===== src/design/dlpg_pkg.sv =====
// dlpg_pkg: shared types and codes for the dda line point generator
// holds the request and point payload structs, request codes and the queue command type
// no dependencies

package dlpg_pkg;

    // width of coordinates on the ports
    localparam int IO_COORD_BITS = 10;

    // reset value of the window height register
    localparam logic [IO_COORD_BITS-1:0] HEIGHT_RESET = 10'd480;

    // request codes on the input port
    localparam logic [1:0] REQ_START = 2'd0;
    localparam logic [1:0] REQ_END   = 2'd1;
    localparam logic [1:0] REQ_NEXT  = 2'd2;

    // command kinds held in the queue between front and back
    typedef enum logic [1:0] {
        CMD_START,
        CMD_END,
        CMD_NEXT
    } t_cmd;

    // one input request
    typedef struct packed {
        logic [1:0]               req_type;
        logic [IO_COORD_BITS-1:0] coord_x;
        logic [IO_COORD_BITS-1:0] coord_y;
    } t_req;

    // one emitted point
    typedef struct packed {
        logic [IO_COORD_BITS-1:0] point_x;
        logic [IO_COORD_BITS-1:0] point_y;
        logic                     last_point;
    } t_point;

endpackage


===== src/design/dlpg_front.sv =====
// dlpg_front: request intake for the dda line point generator
// holds the window height register, flips y and classifies requests into queue commands
// depends on dlpg_pkg

module dlpg_front
    import dlpg_pkg::*;
#(
    parameter int COORD_BITS = 10
) (
    input  logic                    i_clk,
    input  logic                    i_rst_n,
    input  logic                    i_cfg_we,
    input  logic [IO_COORD_BITS-1:0] i_cfg_wdata,
    input  logic                    i_start,
    input  t_req                    i_req,
    input  logic                    i_full,
    output logic                    o_busy,
    output logic                    o_push,
    output logic [2*COORD_BITS+1:0] o_push_data
);

    logic [IO_COORD_BITS-1:0] r_window_height;
    logic [COORD_BITS-1:0]    height;
    logic [COORD_BITS-1:0]    cx;
    logic [COORD_BITS-1:0]    cy_raw;
    logic [COORD_BITS-1:0]    cy;
    logic                     accept;
    t_cmd                     cmd;
    logic                     keep;

    // configuration register
    always_ff @(posedge i_clk) begin
        if (!i_rst_n) begin
            r_window_height <= HEIGHT_RESET;
        end else if (i_cfg_we) begin
            r_window_height <= i_cfg_wdata;
        end
    end

    // coordinates at internal width, y flipped and clamped at zero
    always_comb begin
        height = COORD_BITS'(r_window_height);
        cx     = COORD_BITS'(i_req.coord_x);
        cy_raw = COORD_BITS'(i_req.coord_y);
        cy     = (cy_raw > height) ? '0 : (height - cy_raw);
    end

    // classify the request, the unused code is dropped
    always_comb begin
        cmd  = CMD_NEXT;
        keep = 1'b0;
        unique case (i_req.req_type)
            REQ_START: begin
                cmd  = CMD_START;
                keep = 1'b1;
            end
            REQ_END: begin
                cmd  = CMD_END;
                keep = 1'b1;
            end
            REQ_NEXT: begin
                cmd  = CMD_NEXT;
                keep = 1'b1;
            end
            default: begin
                cmd  = CMD_NEXT;
                keep = 1'b0;
            end
        endcase
    end

    // transfer into the queue
    assign o_busy      = i_full;
    assign accept      = i_start && !i_full;
    assign o_push      = accept && keep;
    assign o_push_data = {cmd, cx, cy};

endmodule


===== src/design/dlpg_queue.sv =====
// dlpg_queue: two-entry command queue between front and back
// plain register fifo with a fill count, generic in the entry width
// depends on nothing

module dlpg_queue #(
    parameter int WIDTH = 22
) (
    input  logic             i_clk,
    input  logic             i_rst_n,
    input  logic             i_push,
    input  logic [WIDTH-1:0] i_push_data,
    input  logic             i_pop,
    output logic             o_full,
    output logic             o_valid,
    output logic [WIDTH-1:0] o_head
);

    localparam int DEPTH = 2;
    localparam int PTR_W = $clog2(DEPTH);
    localparam int CNT_W = PTR_W + 1;

    logic [WIDTH-1:0] r_mem [DEPTH];
    logic [PTR_W-1:0] r_wr_ptr;
    logic [PTR_W-1:0] r_rd_ptr;
    logic [CNT_W-1:0] r_count;

    // entry storage
    always_ff @(posedge i_clk) begin
        if (i_push) begin
            r_mem[r_wr_ptr] <= i_push_data;
        end
    end

    // pointers and fill count
    always_ff @(posedge i_clk) begin
        if (!i_rst_n) begin
            r_wr_ptr <= '0;
            r_rd_ptr <= '0;
            r_count  <= '0;
        end else begin
            if (i_push) begin
                r_wr_ptr <= r_wr_ptr + PTR_W'(1);
            end
            if (i_pop) begin
                r_rd_ptr <= r_rd_ptr + PTR_W'(1);
            end
            priority if (i_push && !i_pop) begin
                r_count <= r_count + CNT_W'(1);
            end else if (i_pop && !i_push) begin
                r_count <= r_count - CNT_W'(1);
            end else begin
                r_count <= r_count;
            end
        end
    end

    assign o_full  = (r_count == CNT_W'(DEPTH));
    assign o_valid = (r_count != '0);
    assign o_head  = r_mem[r_rd_ptr];

    // no transfer into a full queue, none out of an empty one
    a_no_overflow: assert property (@(posedge i_clk) disable iff (!i_rst_n)
        i_push |-> (!o_full || i_pop))
        else $error("queue push while full");

    a_no_underflow: assert property (@(posedge i_clk) disable iff (!i_rst_n)
        i_pop |-> o_valid)
        else $error("queue pop while empty");

endmodule


===== src/design/dlpg_back.sv =====
// dlpg_back: line setup and point stepping for the dda line point generator
// holds start point, position, increments, point count and a restoring divider
// depends on dlpg_pkg

module dlpg_back
    import dlpg_pkg::*;
#(
    parameter int COORD_BITS = 10,
    parameter int FRAC_BITS  = 16
) (
    input  logic                    i_clk,
    input  logic                    i_rst_n,
    input  logic                    i_valid,
    input  logic [2*COORD_BITS+1:0] i_head,
    output logic                    o_pop,
    output logic                    o_strobe,
    output t_point                  o_result
);

    localparam int CB     = COORD_BITS;
    localparam int POS_W  = COORD_BITS + FRAC_BITS;
    localparam int INC_W  = FRAC_BITS + 2;
    localparam int QUO_W  = FRAC_BITS + 1;
    localparam int ITER_W = $clog2(FRAC_BITS + 1);

    typedef enum logic {
        ST_IDLE,
        ST_DIV
    } t_state;

    t_state                   r_state;
    logic [CB-1:0]            r_start_x;
    logic [CB-1:0]            r_start_y;
    logic [POS_W-1:0]         r_pos_x;
    logic [POS_W-1:0]         r_pos_y;
    logic signed [INC_W-1:0]  r_inc_x;
    logic signed [INC_W-1:0]  r_inc_y;
    logic [CB:0]              r_points_left;
    logic [CB-1:0]            r_step;
    logic [CB:0]              r_rem_x;
    logic [CB:0]              r_rem_y;
    logic [QUO_W-1:0]         r_quo_x;
    logic [QUO_W-1:0]         r_quo_y;
    logic                     r_neg_x;
    logic                     r_neg_y;
    logic [ITER_W-1:0]        r_iter;
    logic                     r_strobe;
    t_point                   r_point;

    t_cmd                     cmd;
    logic [CB-1:0]            ent_x;
    logic [CB-1:0]            ent_y;
    logic signed [CB:0]       dx;
    logic signed [CB:0]       dy;
    logic [CB:0]              adx;
    logic [CB:0]              ady;
    logic [CB-1:0]            mag_x;
    logic [CB-1:0]            mag_y;
    logic [CB-1:0]            step;
    logic [CB:0]              step_ext;
    logic [CB:0]              t_x;
    logic [CB:0]              t_y;
    logic                     bit_x;
    logic                     bit_y;
    logic [QUO_W-1:0]         qf_x;
    logic [QUO_W-1:0]         qf_y;
    logic signed [INC_W-1:0]  qs_x;
    logic signed [INC_W-1:0]  qs_y;
    logic [POS_W-1:0]         inc_ext_x;
    logic [POS_W-1:0]         inc_ext_y;

    // split the queue head
    always_comb begin
        cmd   = t_cmd'(i_head[2*CB+1 -: 2]);
        ent_x = i_head[2*CB-1:CB];
        ent_y = i_head[CB-1:0];
    end

    // line setup: deltas, magnitudes and the major-axis step count
    always_comb begin
        dx    = $signed({1'b0, ent_x}) - $signed({1'b0, r_start_x});
        dy    = $signed({1'b0, ent_y}) - $signed({1'b0, r_start_y});
        adx   = dx[CB] ? -dx : dx;
        ady   = dy[CB] ? -dy : dy;
        mag_x = adx[CB-1:0];
        mag_y = ady[CB-1:0];
        step  = (mag_x > mag_y) ? mag_x : mag_y;
    end

    // one quotient bit per cycle, the first bit compares without a shift
    always_comb begin
        step_ext = {1'b0, r_step};
        t_x      = (r_iter == '0) ? r_rem_x : {r_rem_x[CB-1:0], 1'b0};
        t_y      = (r_iter == '0) ? r_rem_y : {r_rem_y[CB-1:0], 1'b0};
        bit_x    = (t_x >= step_ext);
        bit_y    = (t_y >= step_ext);
        qf_x     = {r_quo_x[QUO_W-2:0], bit_x};
        qf_y     = {r_quo_y[QUO_W-2:0], bit_y};
        qs_x     = {1'b0, qf_x};
        qs_y     = {1'b0, qf_y};
    end

    // increments sign-extended to the position width
    always_comb begin
        inc_ext_x = {{(POS_W-INC_W){r_inc_x[INC_W-1]}}, r_inc_x};
        inc_ext_y = {{(POS_W-INC_W){r_inc_y[INC_W-1]}}, r_inc_y};
    end

    assign o_pop = (r_state == ST_IDLE) && i_valid;

    // sequencer, line state and registered result
    always_ff @(posedge i_clk) begin
        if (!i_rst_n) begin
            r_state       <= ST_IDLE;
            r_start_x     <= '0;
            r_start_y     <= '0;
            r_pos_x       <= '0;
            r_pos_y       <= '0;
            r_inc_x       <= '0;
            r_inc_y       <= '0;
            r_points_left <= '0;
            r_iter        <= '0;
            r_strobe      <= 1'b0;
        end else begin
            r_strobe <= 1'b0;
            unique case (r_state)
                ST_IDLE: begin
                    if (i_valid) begin
                        unique case (cmd)
                            CMD_START: begin
                                r_start_x <= ent_x;
                                r_start_y <= ent_y;
                            end
                            CMD_END: begin
                                r_pos_x       <= {r_start_x, {FRAC_BITS{1'b0}}};
                                r_pos_y       <= {r_start_y, {FRAC_BITS{1'b0}}};
                                r_points_left <= {1'b0, step};
                                r_step        <= step;
                                r_rem_x       <= {1'b0, mag_x};
                                r_rem_y       <= {1'b0, mag_y};
                                r_quo_x       <= '0;
                                r_quo_y       <= '0;
                                r_neg_x       <= dx[CB];
                                r_neg_y       <= dy[CB];
                                r_iter        <= '0;
                                if (step == '0) begin
                                    // degenerate line: no points, zero increments
                                    r_inc_x <= '0;
                                    r_inc_y <= '0;
                                end else begin
                                    r_state <= ST_DIV;
                                end
                            end
                            CMD_NEXT: begin
                                if (r_points_left != '0) begin
                                    r_strobe           <= 1'b1;
                                    r_point.point_x    <= IO_COORD_BITS'(r_pos_x[POS_W-1:FRAC_BITS]);
                                    r_point.point_y    <= IO_COORD_BITS'(r_pos_y[POS_W-1:FRAC_BITS]);
                                    r_point.last_point <= (r_points_left == (CB+1)'(1));
                                    r_pos_x            <= r_pos_x + inc_ext_x;
                                    r_pos_y            <= r_pos_y + inc_ext_y;
                                    r_points_left      <= r_points_left - (CB+1)'(1);
                                end
                            end
                            default: begin
                            end
                        endcase
                    end
                end
                ST_DIV: begin
                    r_rem_x <= bit_x ? (t_x - step_ext) : t_x;
                    r_rem_y <= bit_y ? (t_y - step_ext) : t_y;
                    r_quo_x <= qf_x;
                    r_quo_y <= qf_y;
                    r_iter  <= r_iter + ITER_W'(1);
                    if (r_iter == ITER_W'(FRAC_BITS)) begin
                        r_inc_x <= r_neg_x ? -qs_x : qs_x;
                        r_inc_y <= r_neg_y ? -qs_y : qs_y;
                        r_state <= ST_IDLE;
                    end
                end
                default: begin
                    r_state <= ST_IDLE;
                end
            endcase
        end
    end

    assign o_strobe = r_strobe;
    assign o_result = r_point;

    // a point is only emitted from a line that still had points
    a_emit_needs_points: assert property (@(posedge i_clk) disable iff (!i_rst_n)
        r_strobe |-> ($past(r_points_left) != '0))
        else $error("point emitted with no points left");

    // the final point leaves the count at zero
    a_last_empties: assert property (@(posedge i_clk) disable iff (!i_rst_n)
        (r_strobe && r_point.last_point) |-> (r_points_left == '0))
        else $error("last point flagged while points remain");

    // the divider never runs on a zero step
    a_div_nonzero: assert property (@(posedge i_clk) disable iff (!i_rst_n)
        (r_state == ST_DIV) |-> (r_step != '0))
        else $error("divider running with zero step");

    // no point leaves while increments are being worked out
    a_no_emit_in_div: assert property (@(posedge i_clk) disable iff (!i_rst_n)
        (r_state == ST_DIV) |-> !r_strobe)
        else $error("point emitted during line setup");

endmodule


===== src/design/dda_line_point_generator.sv =====
// dda_line_point_generator: top level of the dda line point generator
// ties together request front, two-entry command queue and stepping back end
// depends on dlpg_pkg, dlpg_front, dlpg_queue, dlpg_back

// A request is taken at a rising edge with start high and busy low; busy is high only
// while the two-entry command queue is full. Start-point and next-point requests are
// handled back to back by the back end. A next-point request shows its point on o_result
// with o_strobe high for exactly one cycle; with nothing waiting ahead of it that cycle
// begins at the edge after it is taken, and the receiver cannot stall it. An end-point
// request with a nonzero step holds the back end while the restoring divider forms both
// increments one quotient bit per cycle; requests taken meanwhile wait in the queue.
// Request code 3 is taken and dropped. The window height register is written at any
// edge with i_cfg_we high and is used when a request is taken.

module dda_line_point_generator
    import dlpg_pkg::*;
#(
    parameter int COORD_BITS = 10,
    parameter int FRAC_BITS  = 16
) (
    input  logic                     i_clk,
    input  logic                     i_rst_n,
    input  logic                     i_cfg_we,
    input  logic [IO_COORD_BITS-1:0] i_cfg_wdata,
    input  logic                     start,
    input  t_req                     i_req,
    output logic                     busy,
    output logic                     o_strobe,
    output t_point                   o_result
);

    localparam int ENTRY_W = 2 * COORD_BITS + 2;

    logic               full;
    logic               push;
    logic [ENTRY_W-1:0] push_data;
    logic               pop;
    logic               head_valid;
    logic [ENTRY_W-1:0] head;

    // request intake
    dlpg_front #(
        .COORD_BITS (COORD_BITS)
    ) u_front (
        .i_clk       (i_clk),
        .i_rst_n     (i_rst_n),
        .i_cfg_we    (i_cfg_we),
        .i_cfg_wdata (i_cfg_wdata),
        .i_start     (start),
        .i_req       (i_req),
        .i_full      (full),
        .o_busy      (busy),
        .o_push      (push),
        .o_push_data (push_data)
    );

    // command queue
    dlpg_queue #(
        .WIDTH (ENTRY_W)
    ) u_queue (
        .i_clk       (i_clk),
        .i_rst_n     (i_rst_n),
        .i_push      (push),
        .i_push_data (push_data),
        .i_pop       (pop),
        .o_full      (full),
        .o_valid     (head_valid),
        .o_head      (head)
    );

    // line setup and stepping
    dlpg_back #(
        .COORD_BITS (COORD_BITS),
        .FRAC_BITS  (FRAC_BITS)
    ) u_back (
        .i_clk    (i_clk),
        .i_rst_n  (i_rst_n),
        .i_valid  (head_valid),
        .i_head   (head),
        .o_pop    (pop),
        .o_strobe (o_strobe),
        .o_result (o_result)
    );

endmodule


===== config.mk =====
export PLATFORM = sky130hd
export DESIGN_NAME = dda_line_point_generator
export DESIGN_NICKNAME = d
export VERILOG_FILES = /design/src/design/dlpg_pkg.sv /design/src/design/dlpg_front.sv /design/src/design/dlpg_queue.sv /design/src/design/dlpg_back.sv /design/src/design/dda_line_point_generator.sv
export SDC_FILE = /design/constraint.sdc
export NUM_CORES = 1
export LEC_CHECK = 0
export ABC_AREA = 1
export ABC_CLOCK_PERIOD_IN_PS = 15100
export BUFFER_PORTS_ARGS = -buffer_cell sky130_fd_sc_hd__buf_2
export CAP_MARGIN = 40
export CORE_ASPECT_RATIO = 0.75
export CORE_UTILIZATION = 43
export CTS_BUF_LIST = sky130_fd_sc_hd__clkbuf_2
export CTS_CLUSTER_SIZE = 16
export DETAILED_ROUTE_END_ITERATION = 7
export PLACE_DENSITY = 0.6
export SYNTH_ARGS = -nofsm -noshare
export SYNTH_HDL_FRONTEND = slang
export SYNTH_HIERARCHICAL = 1
export SYNTH_SLANG_ARGS = --single-unit

===== constraint.sdc =====
create_clock -name i_clk -period 15.1 [get_ports i_clk]
set_clock_uncertainty 0.2 [all_clocks]
set_input_delay 1.51 -clock i_clk [delete_from_list [all_inputs] [get_ports i_clk]]
set_output_delay 1.51 -clock i_clk [all_outputs]
set_load 0.05 [all_outputs]

==> results.json <==
{
  "overflow": 0,
  "cpPeakStageDelay_ps": 520,
  "outcome": "finished, final reports clean",
  "dp_hpwl_microns": 35800,
  "final_cells": 3079,
  "synth-edff-count": 131,
  "synth_cell_types": 55,
  "die_x_microns": 237,
  "cts_tree": "done",
  "hold_class": "flip-flop to flip-flop",
  "drt_wl_total_microns": 49100,
  "drc": 0,
  "firstDrtPassIters": 5,
  "grt_max_degree": 74,
  "hold_buffers": 0,
  "yosysMostFrequentCell": "nand2_1",
  "worst_path_max_delay_cell": "dfxtp_1",
  "placementRows": 64,
  "dieArea_sq_um": 42100,
  "tightest_slew_ps": 836,
  "yosys-top-cells-count": "nand2_1 (655), inv_1 (302), a21oi_1 (205), nor2_1 (189), nand3_1 (169)",
  "worst_slack_ps": 9020,
  "start_kind": "flip-flop",
  "synth_area_sq_um": 17800,
  "cts.sinks": 272,
  "drtAntennaViolNets": 0,
  "io_buffers": 58,
  "cts.htree.levels": 3,
  "yosysWarnings": 6,
  "reg2regPathDepth": 35,
  "synth_top_area_share": 0.222,
  "synthTopCellsByArea": "edfxtp_1 (22%), dfxtp_1 (16%), nand2_1 (14%)",
  "post_cts_buffers": 0,
  "required_ps": 15800,
  "yosys.area.top_type": "edfxtp_1",
  "drv_cap": 0,
  "dr_total_vias": 16052,
  "reg2reg_setup_slack_ps": 9020,
  "hold-path-cell-count": 2,
  "avgSynthCellArea_sq_um": 7.33,
  "ios": 59,
  "clock_latency_ps": 1020,
  "path_delay_family": "simple AND/OR/NAND/NOR gates",
  "clock.fmax_mhz": 165,
  "gp_congestion": 0.895,
  "timing.hold.ws_ps": 265,
  "layout.nets": 2654,
  "end_kind": "flip-flop",
  "grt_pass1_vias": 14673,
  "synth_cells": 2423,
  "path_clk_slew_ps": 110,
  "start_util": 0.436,
  "criticalPathCategory": "flip-flop to flip-flop",
  "synth_seq_cells": 272,
  "grt_pass1_wl_microns": 78900,
  "drive_gt1_frac": 0.107,
  "coreArea_sq_um": 40800,
  "synthArstFlopShare": 0,
  "max-vdd-ir-drop_mv": 0.152,
  "cts_resized": 0,
  "timing.critical_path.arrival_ps": 6770,
  "antenna_found_initial": 1,
  "clock_path_buffers": 3,
  "syn_to_final_growth_pct": 8.10,
  "seq_area_frac_synth": 0.380,
  "cp_max_fo": 64,
  "numCtsBuffers": 74,
  "cts_root_buf": "clkbuf_2",
  "wl_per_cell_microns": 15.9,
  "pre_cts_ws_ps": 9120,
  "power_density_nw_per_um2": 199,
  "syn_nets": 2585,
  "cp.buffers_inverters": 8,
  "synth_flop_cell": "dfxtp_1",
  "leakagePower_uw": 0.00907,
  "finalHoldViolCount": 0,
  "grt_setup_unrepaired": "no",
  "viasPerCell": 5.21,
  "die_h_microns": 178,
  "first_iter_violations": 1542,
  "relSlewSlack": 0.443,
  "cp.depth": 35,
  "slew_violations": 0,
  "period_share": 0.403,
  "cpMostUsedCell": "nand2_1",
  "track_usage": 0.238,
  "setup_viol_count_final": 0,
  "finalCriticalPeriod_ps": 6080,
  "dp.cells": 2943,
  "fin_tns_setup_ps": 0
}
worst min-delay path, cell delays in order, from the launching register on:
cell and delay (ps):
dfxtp_1 340, nand2_1 70, a31oi_1 70
state kept, by name, indices dropped and copies added, names as in the netlist, named ones only:
register,cells
u_queue/r_mem,44
u_back/r_pos_x,26
u_back/r_pos_y,26
u_back/o_result,21
u_back/r_inc_x,18
u_back/r_inc_y,18
u_back/r_quo_x,16
u_back/r_quo_y,16
u_back/r_points_left,11
u_back/r_rem_x,11
u_back/r_rem_y,11
u_back/r_start_x,10
u_back/r_start_y,10
u_back/r_step,10
u_front/height,10
u_back/r_iter,5
u_queue/r_count,2
u_back/o_strobe,1
u_back/r_neg_x,1
u_back/r_neg_y,1
u_back/r_state,1
u_queue/r_rd_ptr,1
u_queue/r_wr_ptr,1
area by class of cell:
type / count / area (sq um)
fillers: 4093 / 21600
repair buffers: 77 / 500
flip-flops and latches: 272 / 6760
inverters: 312 / 1170
clock buffers: 107 / 536
multi-input cells: 1755 / 9410
diodes: 1 / 2.50
clock inverters: 27 / 161
well taps: 528 / 661
placed cells by master, fill, tap and decap left out, types with 8 or more instances in the layout:
master      n
buf_2      58
nand3b_1   14
o21bai_1    8
edfxtp_1  131
inv_2      13
o21ai_0   166
xor2_1     13
clkinv_1   19
inv_1     301
nor2_1    184
nor4_1      8
mux2_2     22
nand4_1    21
nand2_1   655
nand3_1   169
buf_4      15
ha_1      119
clkbuf_2  107
a21o_1      8
xnor2_1    17
a21oi_1   205
or2_2      15
dfxtp_1   140
nor3_1     25
a31oi_1    21
power by group:
| part | switching [uW] | internal (uW) |
|---|---|---|
| registers | 73.4 | 955 |
| logic | 1570 | 672 |
| clock network | 332 | 226 |
| total | 1980 | 1850 |
per-stage QoR:
step / util / power [uW] / cell area (sq um)
4_1_cts: 0.470 / 3800 / 19200
6_report: 0.471 / 3830 / 19200
5_1_grt: 0.471 / 4190 / 19200
3_3_place_gp: 0.451 / 3180 / 18400
2_1_floorplan: - / 2620 / 17800
3_5_place_dp: 0.453 / 3210 / 18500
worst paths after layout:
kind,start,endpoint
hold reg to reg,u_back/r_start_x[4],u_back/r_pos_x[20]
setup / recovery,flip-flop,u_back/r_inc_x[4]
setup reg to reg,flip-flop,u_back/r_inc_x[4]
hold / removal,u_back/r_start_x[4],u_back/r_pos_x[20]
cell families after synthesis:
family,Yosys count,synth area share
muxes,22,0.0140
and+or+nand+nor,1118,0.265
adders and majority gates,126,0.0917
xor gates and xnor gates,31,0.0157
DFF,272,0.380
AOI/OAI and AO/OA,458,0.142
buffers and inverters,396,0.0914
per-layer routing:
layer / share of wire / track usage / vias up
li1: - / - / 8240
met5: 0 / 0 / -
met4: 0.014 / 0.0606 / 0
met1: 0.54 / 0.372 / 7352
met3: 0.061 / 0.0430 / 51
met2: 0.39 / 0.330 / 409
(Power assumes the default switching activity.)
